$ cat src/perfect_hash_key_lookup_macros.svh
// Assertion macros shared by the perfect hash key lookup RTL.
// Requires clk and arst_n in the scope of each use.
`ifndef PERFECT_HASH_KEY_LOOKUP_MACROS_SVH
`define PERFECT_HASH_KEY_LOOKUP_MACROS_SVH

// Consequent checked in the same cycle as the antecedent.
`define PHKL_ASSERT_IMP(lbl, ante, cons, msg) \
	lbl: assert property (@(posedge clk) disable iff (!arst_n) (ante) |-> (cons)) \
		else $error(msg);

// Consequent checked in the cycle after the antecedent.
`define PHKL_ASSERT_NXT(lbl, ante, cons, msg) \
	lbl: assert property (@(posedge clk) disable iff (!arst_n) (ante) |=> (cons)) \
		else $error(msg);

`endif

$ cat src/phkl_pkg.sv
// Shared types, codes and default sizes for the perfect hash key lookup.
// Used by phkl_ctrl, phkl_dp, the top and the testbench; depends on nothing.
package phkl_pkg;

	localparam int DEF_NUM_CLASSES = 8;
	localparam int DEF_MAX_KEY_LEN = 32;
	localparam int DEF_G_SIZE      = 256;
	localparam int DEF_TABLE_SIZE  = 256;
	localparam int SUM_W           = 29;

	typedef enum logic [2:0] {
		REQ_WEIGHT = 3'd0,
		REQ_G      = 3'd1,
		REQ_KEY    = 3'd2,
		REQ_SIZES  = 3'd3,
		REQ_CHAR   = 3'd4
	} req_type_t;

	typedef enum logic [1:0] {
		RES_FOUND = 2'd0,
		RES_LONG  = 2'd1,
		RES_MISS  = 2'd2
	} status_t;

	typedef enum logic [1:0] {
		MOD_A = 2'd0,
		MOD_B = 2'd1,
		MOD_G = 2'd2
	} mod_sel_t;

	typedef struct packed {
		logic [2:0]  req_type;
		logic [2:0]  class_id;
		logic [7:0]  slot;
		logic [5:0]  position;
		logic [15:0] weight_a;
		logic [15:0] weight_b;
		logic [7:0]  g_value;
		logic [7:0]  char_code;
		logic [8:0]  size_n;
		logic [8:0]  size_m;
		logic [5:0]  max_len;
	} in_t;

	typedef struct packed {
		logic [1:0] status;
		logic [7:0] slot_index;
	} out_t;

	typedef struct packed {
		logic     capture;
		logic     wt_wr;
		logic     g_wr;
		logic     cls_wr;
		logic     key_wr;
		logic     row_ld;
		logic     row_from_idx;
		logic     base_ld;
		logic     name_wr;
		logic     over_set;
		logic     mul;
		logic     acc;
		logic     mod_start;
		mod_sel_t mod_sel;
		logic     u_ld;
		logic     v_ld;
		logic     g_sel_v;
		logic     gu_ld;
		logic     idx_ld;
		logic     walk_clr;
		logic     walk_inc;
		logic     res_ld;
		status_t  res_status;
		logic     clear_name;
	} cmd_t;

	typedef struct packed {
		logic [2:0] req_type;
		logic       cls_ok;
		logic       wt_ok;
		logic       g_ok;
		logic       key_ok;
		logic       char_zero;
		logic       len_full;
		logic       too_long;
		logic       mod_done;
		logic       walk_last;
		logic       mismatch;
		logic       out_free;
	} sts_t;

endpackage

$ cat src/phkl_ctrl.sv
// Sequencer of the perfect hash key lookup: one item at a time.
// Depends on phkl_pkg; drives phkl_dp through cmd_t and reads sts_t.
module phkl_ctrl (
	input  logic            clk,
	input  logic            arst_n,
	input  logic            in_valid,
	output logic            in_ready,
	input  phkl_pkg::sts_t  sts,
	output phkl_pkg::cmd_t  cmd
);

	typedef enum logic [4:0] {
		S_IDLE, S_DISP, S_KWR, S_MUL, S_ACC, S_CHK, S_MODU, S_MODV, S_GU, S_GV,
		S_GSUM, S_MODG, S_KROW, S_KBASE, S_KRD, S_KCMP, S_RES
	} state_t;

	state_t             state_q;
	state_t             state_d;
	phkl_pkg::status_t  res_q;
	phkl_pkg::status_t  res_d;

	assign in_ready = (state_q == S_IDLE);

	always_comb begin
		cmd            = '0;
		cmd.mod_sel    = phkl_pkg::MOD_A;
		cmd.res_status = res_q;
		state_d        = state_q;
		res_d          = res_q;
		unique case (state_q)
			S_IDLE: begin
				if (in_valid) begin
					cmd.capture = 1'b1;
					state_d     = S_DISP;
				end
			end
			S_DISP: begin
				state_d = S_IDLE;
				unique case (sts.req_type)
					phkl_pkg::REQ_WEIGHT: cmd.wt_wr = sts.wt_ok;
					phkl_pkg::REQ_G:      cmd.g_wr = sts.g_ok;
					phkl_pkg::REQ_SIZES:  cmd.cls_wr = sts.cls_ok;
					phkl_pkg::REQ_KEY: begin
						if (sts.key_ok) begin
							cmd.row_ld = 1'b1;
							state_d    = S_KWR;
						end
					end
					phkl_pkg::REQ_CHAR: begin
						if (sts.char_zero) begin
							if (sts.cls_ok) begin
								state_d = S_CHK;
							end else begin
								res_d   = phkl_pkg::RES_MISS;
								state_d = S_RES;
							end
						end else if (sts.len_full) begin
							cmd.over_set = 1'b1;
						end else begin
							cmd.name_wr = 1'b1;
							if (sts.cls_ok) begin
								state_d = S_MUL;
							end
						end
					end
					default: state_d = S_IDLE;
				endcase
			end
			S_KWR: begin
				cmd.key_wr = 1'b1;
				state_d    = S_IDLE;
			end
			S_MUL: begin
				cmd.mul = 1'b1;
				state_d = S_ACC;
			end
			S_ACC: begin
				cmd.acc = 1'b1;
				state_d = S_IDLE;
			end
			S_CHK: begin
				if (sts.too_long) begin
					res_d   = phkl_pkg::RES_LONG;
					state_d = S_RES;
				end else begin
					cmd.mod_start = 1'b1;
					cmd.mod_sel   = phkl_pkg::MOD_A;
					state_d       = S_MODU;
				end
			end
			S_MODU: begin
				if (sts.mod_done) begin
					cmd.u_ld      = 1'b1;
					cmd.mod_start = 1'b1;
					cmd.mod_sel   = phkl_pkg::MOD_B;
					state_d       = S_MODV;
				end
			end
			S_MODV: begin
				if (sts.mod_done) begin
					cmd.v_ld = 1'b1;
					state_d  = S_GU;
				end
			end
			S_GU: begin
				state_d = S_GV;
			end
			S_GV: begin
				cmd.g_sel_v = 1'b1;
				cmd.gu_ld   = 1'b1;
				state_d     = S_GSUM;
			end
			S_GSUM: begin
				cmd.mod_start = 1'b1;
				cmd.mod_sel   = phkl_pkg::MOD_G;
				state_d       = S_MODG;
			end
			S_MODG: begin
				cmd.mod_sel = phkl_pkg::MOD_G;
				if (sts.mod_done) begin
					cmd.idx_ld = 1'b1;
					state_d    = S_KROW;
				end
			end
			S_KROW: begin
				cmd.row_ld       = 1'b1;
				cmd.row_from_idx = 1'b1;
				state_d          = S_KBASE;
			end
			S_KBASE: begin
				cmd.base_ld  = 1'b1;
				cmd.walk_clr = 1'b1;
				state_d      = S_KRD;
			end
			S_KRD: begin
				state_d = S_KCMP;
			end
			S_KCMP: begin
				if (sts.mismatch) begin
					res_d   = phkl_pkg::RES_MISS;
					state_d = S_RES;
				end else if (sts.walk_last) begin
					res_d   = phkl_pkg::RES_FOUND;
					state_d = S_RES;
				end else begin
					cmd.walk_inc = 1'b1;
					state_d      = S_KRD;
				end
			end
			S_RES: begin
				if (sts.out_free) begin
					cmd.res_ld     = 1'b1;
					cmd.clear_name = 1'b1;
					state_d        = S_IDLE;
				end
			end
			default: state_d = S_IDLE;
		endcase
	end

	always_ff @(posedge clk or negedge arst_n) begin
		if (!arst_n) begin
			state_q <= S_IDLE;
			res_q   <= phkl_pkg::RES_FOUND;
		end else begin
			state_q <= state_d;
			res_q   <= res_d;
		end
	end

endmodule

$ cat config.mk
export PLATFORM = sky130hd
export DESIGN_NAME = phkl_ctrl
export DESIGN_NICKNAME = d
export VERILOG_FILES = /design/src/perfect_hash_key_lookup_macros.svh /design/src/phkl_pkg.sv /design/src/phkl_ctrl.sv
export SDC_FILE = /design/constraint.sdc
export NUM_CORES = 1
export LEC_CHECK = 0
export BUFFER_PORTS_ARGS = -buffer_cell sky130_fd_sc_hd__buf_2
export CELL_PAD_IN_SITES_DETAIL_PLACEMENT = 1
export CELL_PAD_IN_SITES_GLOBAL_PLACEMENT = 1
export CORE_MARGIN = 2
export CORE_UTILIZATION = 32
export CTS_CLUSTER_SIZE = 20
export DETAILED_ROUTE_END_ITERATION = 10
export PLACE_DENSITY_LB_ADDON = 0.05
export SLEW_MARGIN = 20
export SYNTH_ARGS = -nofsm -noshare
export SYNTH_HDL_FRONTEND = slang
export SYNTH_SLANG_ARGS = --single-unit
$ cat constraint.sdc
create_clock -name clk -period 2.95 [get_ports clk]
set_clock_uncertainty 0.2 [all_clocks]
set_input_delay 0.295 -clock clk [delete_from_list [all_inputs] [get_ports clk]]
set_output_delay 0.295 -clock clk [all_outputs]
set_load 0.01 [all_outputs]
Yosys cells after proc, flatten, opt, wreduce, memory -nomap -nowiden
Cells that the tools add are included.
{"block": "op_classes", "eq_ne": 30, "muxes": 55, "reduce_logical": 6}
{"cell": "$pmux W5 S15", "count": 1}
{"cell": "$mux W5", "count": 11}
{"cell": "$eq A5 B4 Y1 const B", "count": 8}
{"cell": "$mux W2", "count": 12}
{"cell": "$mux W1", "count": 23}
{"cell": "$eq A5 B3 Y1 const B", "count": 4}
{"cell": "$ne A2 B2 Y1 const B", "count": 8}
{"cell": "$pmux W2 S3", "count": 2}
{"cell": "$eq A5 B2 Y1 const B", "count": 2}
{"cell": "$pmux W5 S2", "count": 1}
{"cell": "$eq A3 B2 Y1 const B", "count": 2}
{"cell": "$mux W3", "count": 2}
{"cell": "$reduce_and A6 Y1", "count": 1}
{"cell": "$eq A5 B1 Y1 const B", "count": 1}
{"cell": "$eq A5 B5 Y1 const B", "count": 1}
{"cell": "$logic_not A5 Y1", "count": 1}
{"cell": "$reduce_and A5 Y1", "count": 1}
{"cell": "$mux W4", "count": 1}
{"cell": "$eq A3 B1 Y1 const B", "count": 1}
{"cell": "$eq A3 B3 Y1 const B", "count": 1}
{"cell": "$logic_not A3 Y1", "count": 1}
{"cell": "$ne A3 B3 Y1 const B", "count": 1}
{"cell": "$pmux W1 S3", "count": 1}
{"cell": "$reduce_bool A3 Y1", "count": 1}
{"cell": "3 further kinds", "count": 3}
{"block": "word_totals", "reg_bits": 7, "input_bits": 17, "output_inout_bits": 27, "elab_cells": 93}

Depth between registers and ports, before layout
{"block": "depth", "word_depth": 5, "depth_mapped": 6, "depth_no_buf": 4}

Least setup slack after synthesis
OpenSTA, ideal clock, no wires.
{"block": "synth_timing", "path_kind": "reg-to-reg", "from": "reg state_q[4]", "to": "reg res_q[1]", "setup_ns": 0.127, "arrival_time_ns": 1.807, "required_ns": 2.623, "setup_slack_ns": 0.816, "path_stages_with_launch": 6, "n_path_buf": 1, "period_less_slack_ns": 2.134, "cell_sequence": "dfrtp_1 buf_2 nand3b_1 nor4_1 a2111o_1 mux2_1"}
{"block": "synth_between", "elab_chain_cells": 3, "elab_cells_between_ends": 11, "cone_classes": "8 x eq/ne; 1 x mux; 2 x reduce/logical"}
{"element": "from (decl)", "line_no": "phkl_ctrl.sv:17", "source": "state_t state_q;"}
{"element": "from (signal assigned)", "line_no": "phkl_ctrl.sv:166", "source": "state_q <= state_d;"}
{"element": "$eq A5 B4 Y1 (tied with other cells)", "line_no": "phkl_ctrl.sv:30", "source": "unique case (state_q)"}
{"element": "$ne A3 B3 Y1 (no line) (tied with other cells)"}
{"element": "$reduce_and A6 Y1 (no line)"}
{"element": "to (signal assigned)", "line_no": "phkl_ctrl.sv:164", "source": "res_q <= phkl_pkg::RES_FOUND;"}
{"element": "to (signal assigned)", "line_no": "phkl_ctrl.sv:167", "source": "res_q <= res_d;"}
{"element": "to (decl)", "line_no": "phkl_ctrl.sv:19", "source": "phkl_pkg::status_t res_q;"}
Several ways; a longest one is shown, not always the timed one.
A chain may end at the register's enable or synchronous reset.

==> metrics.txt <==
Pins Over Slew Limit=0; IO buf count=43; total negative slack=0 ns; Sw Share=0.4649; Post-Syn Instances=118; Power Internal=approximately 290 uW; via count=between 1,000 and 1,500; Power Density=503.0 nW/um2; Worst VDD drop=approximately 0.00022 V; Main synth FF type=dfrtp_1; wire per inst=between 15 and 20 um; largest net degree at the start of global routing=20; clk root buf=clkbuf_4; starting density of the core=0.3379; Highest Clock Rate=0.3745 GHz; crit path capture type=primary output; synth unique cells=41; leakage=~0.00051 uW; layout cells sized above 1=0.3269; cell row count=18; status=completed; total number of H-tree levels=1; vias in the first global route=939; period utilization=0.9053; initial antenna violation count=0; RD Place Congestion=0.8461; worst min path class=in -> reg; placed cells=about 180; post-CTS repair timing setup buffer count=0; worst endpoint required time=about 2.5 ns; CTS Sinks=7; antenna viol nets, final=0; total gr overflow=0; register area share after synthesis=0.2093; total of max-cap violations=0; first-pass GRT wire length=4.422 mm; DRC violation count after routing=0; Worst Setup Start Kind=flip-flop; setup-violating endpoint count in the final report=0; PostCTS Resize Cnt=0; Final Critical Period=2.671 ns; Rel. slew slack=0.6259; Antenna Cells=0; crit path max fanout=19; P_sw=250.5 uW; Layout Nets=174; EDFF count, synth=0; Clock Pin Slew Worst Setup and Hold Paths=about 0.060 ns; Worst-Margin Slew=0.5611 ns; syn avg cell area=between 7 and 8 um2; area of the multi-input gates=584.3 um2; Syn. warnings=0; Seq. cell area=175.2 um2; part of the power in combinational logic=0.504; Total Die Area=3041 um2; final hold vios=0; most frequent cells in the layout=buf_2 (43), nor2_1 (17), nand2b_1 (7), dfrtp_1 (7); crit path DAT=2.18 ns; chip height=around 55 um; Cell Area, Synth=~840 um2; RSZ-0062 raised after global routing=false; DRT Pass-1 Iters=4; clock share of power=0.169; area delta synth->final=27.95%; Flop pwr share=0.327; CTS Hold Bufs=1; cts bufs inserted=3; CTS max path bufs=2; GRT Total Usage=0.2035; die width=roughly 55 um; drt total wl=2.888 mm; CTS tree=yes; Iter 0 DRT Violations=11; Clk Latency, worst-skew pair=approximately 0.25 ns; placed wire-length estimate=2.289 mm; Async S/R FF share, synth=1.000; commonest non-fill, non-tap cell in the layout=buf_2; non-filler cells, final=186; Filler cells=336; io pins=44; Core ar.=about 2500 um2; post-synthesis net count=135; Avg Vias per Cell=between 5 and 6; FF+latch count, synth=7; worst setup path category=reg -> out
## layout make-up
| cell class | instances | share of cell area |
|---|---|---|
| multi-input cells | 95 | 0.5456 |
| flip-flops and latches | 7 | 0.1636 |
| well taps | 30 | 0.03505 |
| repair buffers | 44 | 0.2103 |
| inverters | 6 | 0.02103 |
| clock buffers | 4 | 0.02453 |
## per-stage QoR
| stage | utilization | total power, uW | worst slack [ns] | cell area, um2 | hold slack, ns |
|---|---|---|---|---|---|
| global route | 0.4323 | 584.2 | 0.1553 | 1071 | 0.07294 |
| finish | 0.4323 | 538.8 | 0.2794 | 1071 | 0.06266 |
| CTS | 0.4323 | 541.9 | 0.2744 | 1071 | 0.05841 |
| floorplan | - | 362.6 | 0.8160 | 837.1 | -0.2006 |
| detailed placement | 0.4177 | 449.9 | 0.5535 | 1035 | -0.05339 |
| global placement | 0.4177 | 444.5 | 0.6351 | 1035 | -0.05468 |
## state kept, by name, indices dropped and copies added (netlist names)
register / count
state_q: 5
res_q: 2
## Yosys cell counts (2+ instances only)
cell type / number / share of area
inv_1: 4 / 0.018
nand2_1: 6 / 0.027
or4_1: 2 / 0.018
mux2i_1: 2 / 0.024
inv_2: 2 / 0.0090
a21oi_1: 6 / 0.036
nand3b_1: 3 / 0.027
dfrtp_1: 7 / 0.21
nor4_1: 4 / 0.030
nand3_1: 5 / 0.030
or3_1: 3 / 0.022
buf_2: 5 / 0.030
o211ai_1: 2 / 0.018
nor2_1: 17 / 0.076
and3_1: 2 / 0.015
a211oi_1: 2 / 0.018
nand2b_1: 7 / 0.052
o21ai_0: 5 / 0.030
and4_1: 2 / 0.021
o21ai_1: 2 / 0.012
buf_4: 3 / 0.027
nor2b_1: 3 / 0.022
nor3_1: 6 / 0.036
## worst paths after layout
kind                                             start                      to  slack, ns  depth (start not counted)
worst min-delay path                            sts[0]  state_q[4]$_DFFE_PN0P_       0.06                          2
worst max register to register  state_q[1]$_DFFE_PN0P_    res_q[1]$_DFFE_PN0P_       0.60                          4
worst max-delay path            state_q[1]$_DFFE_PN0P_                 cmd[17]       0.28                          4
worst min register to register    res_q[1]$_DFFE_PN0P_    res_q[1]$_DFFE_PN0P_       0.29                          1
min in group asynchronous                       arst_n  state_q[4]$_DFFE_PN0P_       0.20                          2
max in group asynchronous                       arst_n  state_q[1]$_DFFE_PN0P_       2.18                          2
## cell families after synthesis
| family | count (synthesis) | share of synthesized area |
|---|---|---|
| XOR/XNOR | 1 | 0.01047 |
| buffers and inverters | 16 | 0.09266 |
| flip-flops | 7 | 0.2093 |
| multiplexers | 3 | 0.03737 |
| AO/OA/AOI/OAI | 27 | 0.2272 |
| AND/OR/NAND/NOR | 64 | 0.4230 |
## worst max-delay path, stage by stage (launching register included)
cell and delay (ns):
dfrtp_1 0.58, nand2b_1 0.41, or3_1 0.50, nor4_1 0.25, buf_2 0.18
## power by group through the flow
stage	Sequential, uW	Clock (uW)	Combinational (uW)
3_3_place_gp	176	0	268
3_5_place_dp	179	0	271
4_1_cts	176	92.6	274
6_report	176	90.9	272
2_1_floorplan	147	0	216
5_1_grt	184	98.6	301
## routing by layer
layer  track usage  up-vias  part of all wire
li1              -      506                 -
met1        0.2752      504              0.46
met2        0.3393       45              0.47
met3       0.02688        4             0.062
met4       0.05285        0            0.0093
met5             0        -                 0
(Power assumes the default switching activity.)
